--- src/sv/sda_pkg.sv ---
`timescale 1ns / 1ps
// sda_pkg: field widths, operation and direction codes and register indexes
// for the scroll delta accumulator. No dependencies.

package sda_pkg;

   localparam int OP_WIDTH        = 2;
   localparam int POINTER_WIDTH   = 8;
   localparam int SOURCE_WIDTH    = 3;
   localparam int DIR_WIDTH       = 3;
   localparam int DATA_WIDTH      = 32;
   localparam int CSR_INDEX_WIDTH = 2;
   localparam int CSR_DATA_WIDTH  = 1;

   localparam int DEFAULT_FRAC_BITS = 16;

   // operation codes
   localparam logic [OP_WIDTH-1:0] OP_SCROLL = 2'd0;
   localparam logic [OP_WIDTH-1:0] OP_LEAVE  = 2'd1;
   localparam logic [OP_WIDTH-1:0] OP_CANCEL = 2'd2;

   // direction codes
   localparam logic [DIR_WIDTH-1:0] DIR_UP     = 3'd0;
   localparam logic [DIR_WIDTH-1:0] DIR_DOWN   = 3'd1;
   localparam logic [DIR_WIDTH-1:0] DIR_LEFT   = 3'd2;
   localparam logic [DIR_WIDTH-1:0] DIR_RIGHT  = 3'd3;
   localparam logic [DIR_WIDTH-1:0] DIR_SMOOTH = 3'd4;

   // configuration register indexes
   localparam logic [CSR_INDEX_WIDTH-1:0] CSR_HORIZONTAL_ENABLE  = 2'd0;
   localparam logic [CSR_INDEX_WIDTH-1:0] CSR_VERTICAL_ENABLE    = 2'd1;
   localparam logic [CSR_INDEX_WIDTH-1:0] CSR_PHYSICAL_DIRECTION = 2'd2;
   localparam logic [CSR_INDEX_WIDTH-1:0] CSR_DISCRETE_MODE      = 2'd3;

endpackage

--- src/sv/sda_if.sv ---
`timescale 1ns / 1ps
// sda_req_if and sda_rsp_if: valid/ready channels for scroll events and
// scroll reports. Depends on sda_pkg for field widths.

interface sda_req_if;
   logic                                    valid;
   logic                                    ready;
   logic        [sda_pkg::OP_WIDTH-1:0]      op;
   logic        [sda_pkg::POINTER_WIDTH-1:0] pointer_id;
   logic        [sda_pkg::SOURCE_WIDTH-1:0]  scroll_source;
   logic        [sda_pkg::DIR_WIDTH-1:0]     direction;
   logic signed [sda_pkg::DATA_WIDTH-1:0]    delta_x;
   logic signed [sda_pkg::DATA_WIDTH-1:0]    delta_y;
   logic                                    inverted;
   logic                                    emulated;

   modport source (output valid, op, pointer_id, scroll_source, direction, delta_x, delta_y,
                   inverted, emulated, input ready);
   modport sink   (input valid, op, pointer_id, scroll_source, direction, delta_x, delta_y,
                   inverted, emulated, output ready);
endinterface

interface sda_rsp_if;
   logic                                    valid;
   logic                                    ready;
   logic                                    emit;
   logic        [sda_pkg::POINTER_WIDTH-1:0] out_pointer;
   logic        [sda_pkg::SOURCE_WIDTH-1:0]  out_source;
   logic signed [sda_pkg::DATA_WIDTH-1:0]    step_x;
   logic signed [sda_pkg::DATA_WIDTH-1:0]    step_y;

   modport source (output valid, emit, out_pointer, out_source, step_x, step_y,
                   input ready);
   modport sink   (input valid, emit, out_pointer, out_source, step_x, step_y,
                   output ready);
endinterface

--- src/sv/scroll_delta_accumulator.sv ---
`timescale 1ns / 1ps
// scroll_delta_accumulator: saturating X/Y scroll accumulation per pointer and
// source, with whole-step or full-sum reporting. Depends on sda_pkg, sda_if.
//
//   channel  dir  handshake         carries
//   req      in   valid/ready       op, pointer, source, direction, deltas, flags
//   rsp      out  valid/ready       emit, pointer, source, step_x, step_y
//   csr      in   write enable      index, one data bit
//
// Every event yields one report beat via the input and result registers;
// one event is taken per cycle unless rsp stalls, set by the single update
// pass from the input register into the accumulators and the result register.
// Reset (synchronous) clears configuration, valid flags, accumulators, tracking.
// A stall on rsp holds the result register and blocks the input register.

module scroll_delta_accumulator #(
   parameter int FRAC_BITS = sda_pkg::DEFAULT_FRAC_BITS
) (
   input  logic                                 clock,
   input  logic                                 reset,
   sda_req_if.sink                              req,
   sda_rsp_if.source                            rsp,
   input  logic                                 csr_write_enable,
   input  logic [sda_pkg::CSR_INDEX_WIDTH-1:0]  csr_index,
   input  logic [sda_pkg::CSR_DATA_WIDTH-1:0]   csr_data
);
   import sda_pkg::*;

   localparam logic signed [DATA_WIDTH-1:0] ONE = DATA_WIDTH'(1) << FRAC_BITS;
   localparam logic [DATA_WIDTH-1:0] FRAC_MASK = DATA_WIDTH'(ONE) - DATA_WIDTH'(1);
   localparam logic signed [DATA_WIDTH-1:0] SAT_MAX = {1'b0, {(DATA_WIDTH-1){1'b1}}};
   localparam logic signed [DATA_WIDTH-1:0] SAT_MIN = {1'b1, {(DATA_WIDTH-1){1'b0}}};

   function automatic logic signed [DATA_WIDTH-1:0] sat_add(
      input logic signed [DATA_WIDTH-1:0] a,
      input logic signed [DATA_WIDTH-1:0] b);
      logic signed [DATA_WIDTH:0] s;
      s = {a[DATA_WIDTH-1], a} + {b[DATA_WIDTH-1], b};
      if (s[DATA_WIDTH] != s[DATA_WIDTH-1]) begin
         return s[DATA_WIDTH] ? SAT_MIN : SAT_MAX;
      end
      return s[DATA_WIDTH-1:0];
   endfunction

   function automatic logic signed [DATA_WIDTH-1:0] sat_neg(
      input logic signed [DATA_WIDTH-1:0] a);
      if (a == SAT_MIN) begin
         return SAT_MAX;
      end
      return -a;
   endfunction

   // whole units, truncated toward zero
   function automatic logic signed [DATA_WIDTH-1:0] whole_part(
      input logic signed [DATA_WIDTH-1:0] v);
      logic [DATA_WIDTH-1:0] floor_v;
      floor_v = v & ~FRAC_MASK;
      if (v[DATA_WIDTH-1] && ((v & FRAC_MASK) != '0)) begin
         return floor_v + ONE;
      end
      return floor_v;
   endfunction

   // configuration registers
   logic horizontal_enable_ff, vertical_enable_ff, physical_direction_ff, discrete_mode_ff;

   // accumulator and tracking state
   logic signed [DATA_WIDTH-1:0]    sum_x_ff, sum_y_ff, sum_x_in, sum_y_in;
   logic        [POINTER_WIDTH-1:0] tracked_pointer_ff, tracked_pointer_in;
   logic        [SOURCE_WIDTH-1:0]  tracked_source_ff, tracked_source_in;
   logic                            tracked_valid_ff, tracked_valid_in;

   // input register
   logic                            in_valid_ff;
   logic        [OP_WIDTH-1:0]      in_op_ff;
   logic        [POINTER_WIDTH-1:0] in_pointer_ff;
   logic        [SOURCE_WIDTH-1:0]  in_source_ff;
   logic        [DIR_WIDTH-1:0]     in_direction_ff;
   logic signed [DATA_WIDTH-1:0]    in_delta_x_ff, in_delta_y_ff;
   logic                            in_inverted_ff, in_emulated_ff;

   // result register
   logic                            out_valid_ff;
   logic                            out_emit_ff, out_emit_in;
   logic        [POINTER_WIDTH-1:0] out_pointer_ff, out_pointer_in;
   logic        [SOURCE_WIDTH-1:0]  out_source_ff, out_source_in;
   logic signed [DATA_WIDTH-1:0]    out_step_x_ff, out_step_x_in;
   logic signed [DATA_WIDTH-1:0]    out_step_y_ff, out_step_y_in;

   logic advance;

   // the input register moves on when the result register is free or draining
   assign advance   = in_valid_ff && (!out_valid_ff || rsp.ready);
   assign req.ready = !in_valid_ff || advance;

   // event update
   always_comb begin
      logic                         scroll, ends_sequence, restart;
      logic signed [DATA_WIDTH-1:0] base_x, base_y, add_x, add_y, acc_x, acc_y;
      logic signed [DATA_WIDTH-1:0] rep_x, rep_y;

      scroll        = (in_op_ff == OP_SCROLL) && !in_emulated_ff;
      ends_sequence = (in_op_ff == OP_LEAVE) || (in_op_ff == OP_CANCEL);
      restart       = !tracked_valid_ff || (tracked_pointer_ff != in_pointer_ff)
                      || (tracked_source_ff != in_source_ff);

      base_x = restart ? '0 : sum_x_ff;
      base_y = restart ? '0 : sum_y_ff;

      add_x = '0;
      add_y = '0;
      case (in_direction_ff)
         DIR_UP:     add_y = -ONE;
         DIR_DOWN:   add_y = ONE;
         DIR_LEFT:   add_x = -ONE;
         DIR_RIGHT:  add_x = ONE;
         DIR_SMOOTH: begin
            add_x = in_delta_x_ff;
            add_y = in_delta_y_ff;
         end
         default: ;
      endcase

      acc_x = horizontal_enable_ff ? sat_add(base_x, add_x) : '0;
      acc_y = vertical_enable_ff   ? sat_add(base_y, add_y) : '0;

      // inverted scrolling in physical mode flips both axes
      if (physical_direction_ff && in_inverted_ff) begin
         acc_x = sat_neg(acc_x);
         acc_y = sat_neg(acc_y);
      end

      if (discrete_mode_ff) begin
         rep_x = whole_part(acc_x);
         rep_y = whole_part(acc_y);
      end else begin
         rep_x = acc_x;
         rep_y = acc_y;
      end

      // next state
      sum_x_in           = sum_x_ff;
      sum_y_in           = sum_y_ff;
      tracked_pointer_in = tracked_pointer_ff;
      tracked_source_in  = tracked_source_ff;
      tracked_valid_in   = tracked_valid_ff;
      if (scroll) begin
         sum_x_in           = acc_x - rep_x;
         sum_y_in           = acc_y - rep_y;
         tracked_pointer_in = in_pointer_ff;
         tracked_source_in  = in_source_ff;
         tracked_valid_in   = 1'b1;
      end else if (ends_sequence && tracked_valid_ff
                   && (tracked_pointer_ff == in_pointer_ff)) begin
         sum_x_in          = '0;
         sum_y_in          = '0;
         tracked_source_in = '0;
         tracked_valid_in  = 1'b0;
      end

      // report, all zero when nothing moves
      out_emit_in    = scroll && ((rep_x != '0) || (rep_y != '0));
      out_pointer_in = out_emit_in ? in_pointer_ff : '0;
      out_source_in  = out_emit_in ? in_source_ff : '0;
      out_step_x_in  = out_emit_in ? rep_x : '0;
      out_step_y_in  = out_emit_in ? rep_y : '0;
   end

   // control, configuration and accumulator registers
   always_ff @(posedge clock) begin
      if (reset) begin
         horizontal_enable_ff  <= 1'b0;
         vertical_enable_ff    <= 1'b0;
         physical_direction_ff <= 1'b0;
         discrete_mode_ff      <= 1'b0;
         sum_x_ff              <= '0;
         sum_y_ff              <= '0;
         tracked_pointer_ff    <= '0;
         tracked_source_ff     <= '0;
         tracked_valid_ff      <= 1'b0;
         in_valid_ff           <= 1'b0;
         out_valid_ff          <= 1'b0;
      end else begin
         if (csr_write_enable) begin
            unique case (csr_index)
               CSR_HORIZONTAL_ENABLE:  horizontal_enable_ff  <= csr_data[0];
               CSR_VERTICAL_ENABLE:    vertical_enable_ff    <= csr_data[0];
               CSR_PHYSICAL_DIRECTION: physical_direction_ff <= csr_data[0];
               CSR_DISCRETE_MODE:      discrete_mode_ff      <= csr_data[0];
               default: ;
            endcase
         end
         if (advance) begin
            sum_x_ff           <= sum_x_in;
            sum_y_ff           <= sum_y_in;
            tracked_pointer_ff <= tracked_pointer_in;
            tracked_source_ff  <= tracked_source_in;
            tracked_valid_ff   <= tracked_valid_in;
         end
         if (req.ready) begin
            in_valid_ff <= req.valid;
         end
         if (advance) begin
            out_valid_ff <= 1'b1;
         end else if (rsp.ready) begin
            out_valid_ff <= 1'b0;
         end
      end
   end

   // payload registers
   always_ff @(posedge clock) begin
      if (req.valid && req.ready) begin
         in_op_ff        <= req.op;
         in_pointer_ff   <= req.pointer_id;
         in_source_ff    <= req.scroll_source;
         in_direction_ff <= req.direction;
         in_delta_x_ff   <= req.delta_x;
         in_delta_y_ff   <= req.delta_y;
         in_inverted_ff  <= req.inverted;
         in_emulated_ff  <= req.emulated;
      end
      if (advance) begin
         out_emit_ff    <= out_emit_in;
         out_pointer_ff <= out_pointer_in;
         out_source_ff  <= out_source_in;
         out_step_x_ff  <= out_step_x_in;
         out_step_y_ff  <= out_step_y_in;
      end
   end

   assign rsp.valid       = out_valid_ff;
   assign rsp.emit        = out_emit_ff;
   assign rsp.out_pointer = out_pointer_ff;
   assign rsp.out_source  = out_source_ff;
   assign rsp.step_x      = out_step_x_ff;
   assign rsp.step_y      = out_step_y_ff;

endmodule

--- src/flat_wrapper.sv ---
// flat-port wrapper written by rule: the top's interface ports become plain ports
module scroll_delta_accumulator_flat import sda_pkg::*;
#(
   parameter int FRAC_BITS = sda_pkg::DEFAULT_FRAC_BITS
)
  (clock, reset, csr_write_enable, csr_index, csr_data, req_valid, req_op, req_pointer_id, req_scroll_source, req_direction, req_delta_x, req_delta_y, req_inverted, req_emulated, req_ready, rsp_valid, rsp_emit, rsp_out_pointer, rsp_out_source, rsp_step_x, rsp_step_y, rsp_ready);
  sda_req_if req_i ();
  sda_rsp_if rsp_i ();
  input  logic clock;
  input  logic reset;
  input  logic csr_write_enable;
  input  logic [sda_pkg::CSR_INDEX_WIDTH-1:0] csr_index;
  input  logic [sda_pkg::CSR_DATA_WIDTH-1:0] csr_data;
  input wire logic [$bits(req_i.valid)-1:0] req_valid;
  input wire logic [$bits(req_i.op)-1:0] req_op;
  input wire logic [$bits(req_i.pointer_id)-1:0] req_pointer_id;
  input wire logic [$bits(req_i.scroll_source)-1:0] req_scroll_source;
  input wire logic [$bits(req_i.direction)-1:0] req_direction;
  input wire logic [$bits(req_i.delta_x)-1:0] req_delta_x;
  input wire logic [$bits(req_i.delta_y)-1:0] req_delta_y;
  input wire logic [$bits(req_i.inverted)-1:0] req_inverted;
  input wire logic [$bits(req_i.emulated)-1:0] req_emulated;
  output wire logic [$bits(req_i.ready)-1:0] req_ready;
  output wire logic [$bits(rsp_i.valid)-1:0] rsp_valid;
  output wire logic [$bits(rsp_i.emit)-1:0] rsp_emit;
  output wire logic [$bits(rsp_i.out_pointer)-1:0] rsp_out_pointer;
  output wire logic [$bits(rsp_i.out_source)-1:0] rsp_out_source;
  output wire logic [$bits(rsp_i.step_x)-1:0] rsp_step_x;
  output wire logic [$bits(rsp_i.step_y)-1:0] rsp_step_y;
  input wire logic [$bits(rsp_i.ready)-1:0] rsp_ready;
  assign req_i.valid = req_valid;
  assign req_i.op = req_op;
  assign req_i.pointer_id = req_pointer_id;
  assign req_i.scroll_source = req_scroll_source;
  assign req_i.direction = req_direction;
  assign req_i.delta_x = req_delta_x;
  assign req_i.delta_y = req_delta_y;
  assign req_i.inverted = req_inverted;
  assign req_i.emulated = req_emulated;
  assign req_ready = req_i.ready;
  assign rsp_valid = rsp_i.valid;
  assign rsp_emit = rsp_i.emit;
  assign rsp_out_pointer = rsp_i.out_pointer;
  assign rsp_out_source = rsp_i.out_source;
  assign rsp_step_x = rsp_i.step_x;
  assign rsp_step_y = rsp_i.step_y;
  assign rsp_i.ready = rsp_ready;
  scroll_delta_accumulator #(.FRAC_BITS(FRAC_BITS)) u_core (.clock(clock), .reset(reset), .req(req_i), .rsp(rsp_i), .csr_write_enable(csr_write_enable), .csr_index(csr_index), .csr_data(csr_data));
endmodule
--- config.mk ---
export PLATFORM = sky130hd
export DESIGN_NAME = scroll_delta_accumulator_flat
export DESIGN_NICKNAME = d
export VERILOG_FILES = /design/src/sv/sda_pkg.sv /design/src/sv/sda_if.sv /design/src/sv/scroll_delta_accumulator.sv /design/src/flat_wrapper.sv
export SDC_FILE = /design/constraint.sdc
export NUM_CORES = 1
export LEC_CHECK = 0
export ABC_AREA = 1
export BUFFER_PORTS_ARGS = -buffer_cell sky130_fd_sc_hd__buf_4
export CAP_MARGIN = 25
export CORE_MARGIN = 1.5
export CORE_UTILIZATION = 35
export DETAILED_ROUTE_END_ITERATION = 10
export PLACE_DENSITY = 0.49
export SYNTH_ARGS = -nofsm -noshare
export SYNTH_HDL_FRONTEND = slang
export SYNTH_SLANG_ARGS = --single-unit
export TNS_END_PERCENT = 1
--- constraint.sdc ---
create_clock -name clock -period 10.86 [get_ports clock]
set_input_delay 0.543 -clock clock [delete_from_list [all_inputs] [get_ports clock]]
set_output_delay 0.543 -clock clock [all_outputs]
set_load 0.005 [all_outputs]
After elaboration in Yosys (flattened, before gate mapping)
Cells that the tools add are included.
{"block": "op_classes", "n_addsub": 8, "n_eq_ne": 16, "mux": 43, "reduce_logical": 34}
{"cell": "$mux 32", "n": 25}
{"cell": "$pmux 32 s3", "n": 2}
{"cell": "$reduce_bool 32->1", "n": 4}
{"cell": "$add 32x32->33", "n": 2}
{"cell": "$add 32x17->32 const B", "n": 2}
{"cell": "$eq 32x32->1 const B", "n": 2}
{"cell": "$neg 32->32", "n": 2}
{"cell": "$sub 32x32->32", "n": 2}
{"cell": "$mux 1", "n": 14}
{"cell": "$reduce_and 2->1", "n": 6}
{"cell": "$logic_and 1x1->1", "n": 9}
{"cell": "$eq 8x8->1", "n": 1}
{"cell": "$ne 8x8->1", "n": 1}
{"cell": "$eq 2x2->1 const B", "n": 3}
{"cell": "$eq 3x2->1 const B", "n": 2}
{"cell": "$logic_or 1x1->1", "n": 6}
{"cell": "$mux 3", "n": 2}
{"cell": "$eq 2x1->1 const B", "n": 2}
{"cell": "$logic_not 1->1", "n": 4}
{"cell": "$logic_not 2->1", "n": 2}
{"cell": "$reduce_bool 2->1", "n": 2}
{"cell": "$eq 3x1->1 const B", "n": 1}
{"cell": "$eq 3x3->1 const B", "n": 1}
{"cell": "$logic_not 3->1", "n": 1}
{"cell": "other kinds (2)", "n": 3}
{"block": "word_totals", "register_bits": 240, "in_bits": 90, "out_inout_bits": 78, "elab_cells": 125}

Longest topological paths before layout
{"block": "logic_depth", "word_depth": 23, "depth_mapped": 54, "depth_no_buf": 52}

Worst setup path after synthesis
Ideal clock, no wire load.
{"block": "synth_timing", "kind": "flip-flop to flip-flop", "startpoint": "reg u_core.in_pointer_ff[4]", "endpoint": "reg u_core.sum_x_ff[30]", "setup_time_ps": 132, "t_arrival_ps": 6653, "slack_ps": 4075, "stages_incl_launch_ff": 47, "n_path_buf": 5, "period_less_slack_ps": 6785, "cell_sequence": "edfxtp_1 > xor2_1 > nor2_1 > nand4_1 > a2111oi_0 > nand4_1 > clkbuf_1 > nor2_1 > ha_1 > fa_1 > nand2_1 > nand2_1 > nand3_1 > nand2_1 > nand2_1 > nand2_2 > nand2_1 > nand3_1 > [... 11 more ...] > buf_6 > buf_8 > nand3_4 > nand2_4 > clkinv_1 > nand4_2 > nor2_1 > nand2_1 > xor2_1 > ha_1 > clkbuf_1 > a21oi_1 > o21a_1 > nor2_1 > a2111oi_0 > nand3_1 > nand3_1 > a21oi_1"}
{"block": "synth_via", "elab_chain_cells": 22, "elab_cells_between_ends": 31, "classes_between": "4 x add/sub; 4 x eq/ne; 16 x mux; 7 x reduce/logical"}
{"element": "start: declaration", "line_no": "scroll_delta_accumulator.sv:76", "rtl": "logic [POINTER_WIDTH-1:0] in_pointer_ff;"}
{"element": "start signal: assignment", "line_no": "scroll_delta_accumulator.sv:215", "rtl": "in_pointer_ff <= req.pointer_id;"}
{"element": "parallel branches: the longest is 22 deep, another holds $add 32x32->33"}
{"element": "end signal: assignment", "line_no": "scroll_delta_accumulator.sv:194", "rtl": "sum_x_ff <= sum_x_in;"}
{"element": "end: declaration", "line_no": "scroll_delta_accumulator.sv:68", "rtl": "logic signed [DATA_WIDTH-1:0] sum_x_ff, sum_y_ff, sum_x_in, sum_y_in;"}
Parallel ways; which one is timed is not known. The select of a mux whose other input is x is not followed.
A chain may end at the register's enable or synchronous reset.

Worst setup path after layout
{"block": "layout_timing", "startpoint": "reg u_core.in_pointer_ff[4]", "endpoint": "reg u_core.out_pointer_ff[6] (netlist: u_core.rsp.out_pointer[6]) (data pin)"}
{"block": "layout_via", "elab_chain_cells": 23, "elab_cells_between_ends": 51, "classes_between": "6 x add/sub; 5 x eq/ne; 30 x mux; 10 x reduce/logical"}
{"element": "$ne 8x8->1 (*)", "line_no": "scroll_delta_accumulator.sv:104", "rtl": "restart = !tracked_valid_ff || (tracked_pointer_ff != in_pointer_ff)"}
{"element": "$logic_or 1x1->1 (*)", "line_no": "scroll_delta_accumulator.sv:104"}
{"element": "$logic_or 1x1->1 (*)", "line_no": "scroll_delta_accumulator.sv:105", "rtl": "|| (tracked_source_ff != in_source_ff);"}
{"element": "parallel branches: the longest is 18 deep, another holds $add 32x32->33"}
{"element": "$logic_or 1x1->1 (*)", "line_no": "scroll_delta_accumulator.sv:162", "rtl": "out_emit_in = scroll && ((rep_x != '0) || (rep_y != '0));"}
{"element": "$logic_and 1x1->1 (*)", "line_no": "scroll_delta_accumulator.sv:162"}
{"element": "end signal: assignment", "line_no": "scroll_delta_accumulator.sv:225", "rtl": "out_pointer_ff <= out_pointer_in;"}
{"element": "end: declaration", "line_no": "scroll_delta_accumulator.sv:85", "rtl": "logic [POINTER_WIDTH-1:0] out_pointer_ff, out_pointer_in;"}
Mark *: on every way between the ends. The select of a mux whose other input is x is not followed.

==> metrics.md <==
| Metric | Value |
|---|---|
| Run status | complete, no violations |
| Antenna Nets Post-Route | 0 |
| IO Pins | 168 |
| Clk buf depth | 3 |
| # nets final | 3471 |
| First-pass GRT wire length | 107000 um |
| Startpoint types | register |
| Port Buffers | 167 |
| Largest net degree at the start of global routing | 83 |
| Min Tclk post-route | 9410 ps |
| Post_cts resized | 0 |
| Vias in the first global route | 18200 |
| CTS Hold Bufs | 0 |
| Fmax achieved | 106 MHz |
| H-tree depth | 1 |
| Via count | 20200 |
| Placed insts | 4011 |
| RePlAce Congestion | 0.936 |
| Crit Path Category | reg2reg |
| Worst-Margin Slew | 1010 ps |
| Clk_lat worst skew | 600 ps |
| Area leader, netlist | edfxtp_1 |
| Die Width | 245 um |
| CP most frequent cell | nand2_1 |
| Crit end category | register |
| Synth top area share | 0.232 |
| CTS Buf Count | 31 |
| Postcts setup bufs | 0 |
| Placed wire-length estimate | 56300 um |
| Layout cells sized above 1 | 0.117 |
| EDFF count, synth | 158 |
| Critical path arrival | 9740 ps |
| Cell with the most instances after synthesis | nand2_1 |
| HP Class | in2reg |
| Most used DFF post-synth | edfxtp_1 |
| Yosys warns | 0 |
| CTS Root Cell | clkbuf_16 |
| Hold Violations, Final | 0 |
| Synth Cell Area | 20500 sq um |
| Final Non-Filler Cells | 4070 |
| Setup TNS Final | 0 ps |
| Power Density | 114 nW/um^2 |
| Die footprint | 60000 sq um |
| Ant diodes | 0 |
| Fin Clk Skew | 21.1 ps |
| Area of the multi-input gates | 11900 sq um |
| 1st-iter DRT viols | 1577 |
| FF+latch count, synth | 240 |
| Die Y | 245 um |
| Worst vdd ir | 115 uV |
| Most instantiated cells after synthesis | nand2_1 (984), inv_1 (413), nor2_1 (381) |
| Initial Util | 0.354 |
| Vias per inst | 4.97 |
| Area Overhead vs Synth | 14.2% |
| Slew Limit Headroom | 0.329 |
| GRT overflow | 0 |
| First drt pass iteration count | 5 |
| CTS tree | built |
| Initial antenna violation count | 0 |
| Lkg Pwr | 11.6 nW |
| Routed len/inst | 17.2 um |
| DRC viols | 0 |
| Register area share after synthesis | 0.312 |
| Max Fanout on Critical Path | 64 |
| Ys async rst share | 0 |
| Syn_area_per_cell | 6.49 sq um |
| Core area | 57800 sq um |
| Critical-path top delay cell | nand3_2 |
| Max stage delay on crit path | 640 ps |
| Cells after Synth | 3155 |
| Total wire length | 70100 um |
| Max cap viols | 0 |
| Top cells by area, synth | edfxtp_1 (23%), nand2_1 (18%), dfxtp_1 (8.0%), inv_1 (7.6%), nor2_1 (7.0%) |
| Site Rows | 88 |
| Global Route Usage Sum | 0.227 |
| Layout filler cell count | 6211 |
| Final Cycle Share | 0.866 |
| Final Core Density | 0.405 |
| Register Area | 6390 sq um |
| Clock sinks | 240 |
| Final setup fails | 0 |
| WP data required | 11190 ps |
| Max Slew Vio Count | 0 |
| Unrepaired setup endpoints after global routing | no |
| Clock Pin Slew Worst Setup and Hold Paths | 60 ps |
| Yosys cell types | 54 |
## layout make-up
type,count,area share
Clock buffer,35,0.0338
Clock inverter,23,0.0103
Inverter,436,0.0700
Multi-Input combinational cell,2386,0.511
Sequential cell,240,0.273
Tap cell,765,0.0409
Timing Repair Buffer,185,0.0609
## metal layers
metal / global-route usage / part of all wire / wire length [um] / up-vias
met1: 0.370 / 0.54 / 38000 / 9204
met5: 0 / 0 / 0 / -
met4: 0.0474 / 0.018 / 1270 / 0
met2: 0.312 / 0.38 / 27000 / 530
li1: - / - / - / 10400
met3: 0.0248 / 0.055 / 3890 / 59
## stage by stage
step | hold WS (ps) | cell area [sq um] | power [mW] | setup WS [ps]
global placement | 456 | 22300 | 1.63 | 1760
floorplan | 441 | 20500 | 1.45 | 4070
global route | 76.7 | 23400 | 2.81 | 509
finish | 114 | 23400 | 2.67 | 1450
detailed placement | 458 | 22300 | 1.63 | 1600
CTS | 84.9 | 23400 | 2.70 | 1570
## worst paths after layout
check	from	endpoint	slack [ps]	cells after the start
worst min-delay path	req_delta_y[18]	u_core.in_delta_y_ff[18]	110	1
worst max register to register	u_core.in_pointer_ff[4]	u_core.rsp.out_pointer[6]	1450	41
worst max-delay path	u_core.in_pointer_ff[4]	u_core.rsp.out_pointer[6]	1450	41
worst min register to register	u_core.sum_x_ff[13]	u_core.sum_x_ff[13]	470	2
## layout by cell type (no fill, tap or decap), types with 8 or more instances in the layout
master / count
nand3b_1: 30
xor2_1: 21
ha_1: 99
o21bai_1: 30
buf_4: 182
xnor2_1: 40
inv_2: 21
clkbuf_16: 31
nor2_1: 380
a211oi_1: 9
nand3_2: 21
nor3_1: 46
nand4_1: 38
nor2_4: 8
nand2_2: 17
dfxtp_1: 82
edfxtp_1: 158
nand3_1: 272
inv_1: 411
a21oi_1: 196
nor2_2: 61
a31oi_1: 10
nand2_1: 984
o21ai_1: 9
o21ai_0: 52
## state kept, by name, summed over array words and instances (netlist names), 8 cells and up
name	count
u_core.rsp.step_y	32
u_core.rsp.out_pointer	8
u_core.in_delta_y_ff	32
u_core.sum_y_ff	32
u_core.tracked_pointer_ff	8
u_core.rsp.step_x	32
u_core.in_pointer_ff	8
u_core.sum_x_ff	32
u_core.in_delta_x_ff	32
## report_power, final
| part | internal [mW] | leakage, nW | total (mW) | switching [mW] |
|---|---|---|---|---|
| clock | 0.620 | 0.504 | 1.05 | 0.434 |
| sequential | 1.01 | 2.25 | 1.02 | 0.0116 |
| combinational | 0.194 | 8.85 | 0.600 | 0.407 |
## worst max-delay path, delay by kind of cell, from the launching register on
| kind | cells | cell delay (ps) |
|---|---|---|
| flops | 1 | 410 |
| buf+inv | 3 | 720 |
| compound gates | 2 | 610 |
| simple gates | 31 | 6020 |
| xor+xnor | 2 | 490 |
| fa+ha+maj | 3 | 810 |
## kinds of logic after synthesis
group | count (synthesis) | synth area share
other cells | 1 | 0.000183
simple gates | 1894 | 0.405
buf+inv | 530 | 0.106
compound gates | 328 | 0.0894
fa+ha+maj | 101 | 0.0624
flops | 240 | 0.312
xor+xnor | 61 | 0.0261
Power figures use the tool's default switching activity.
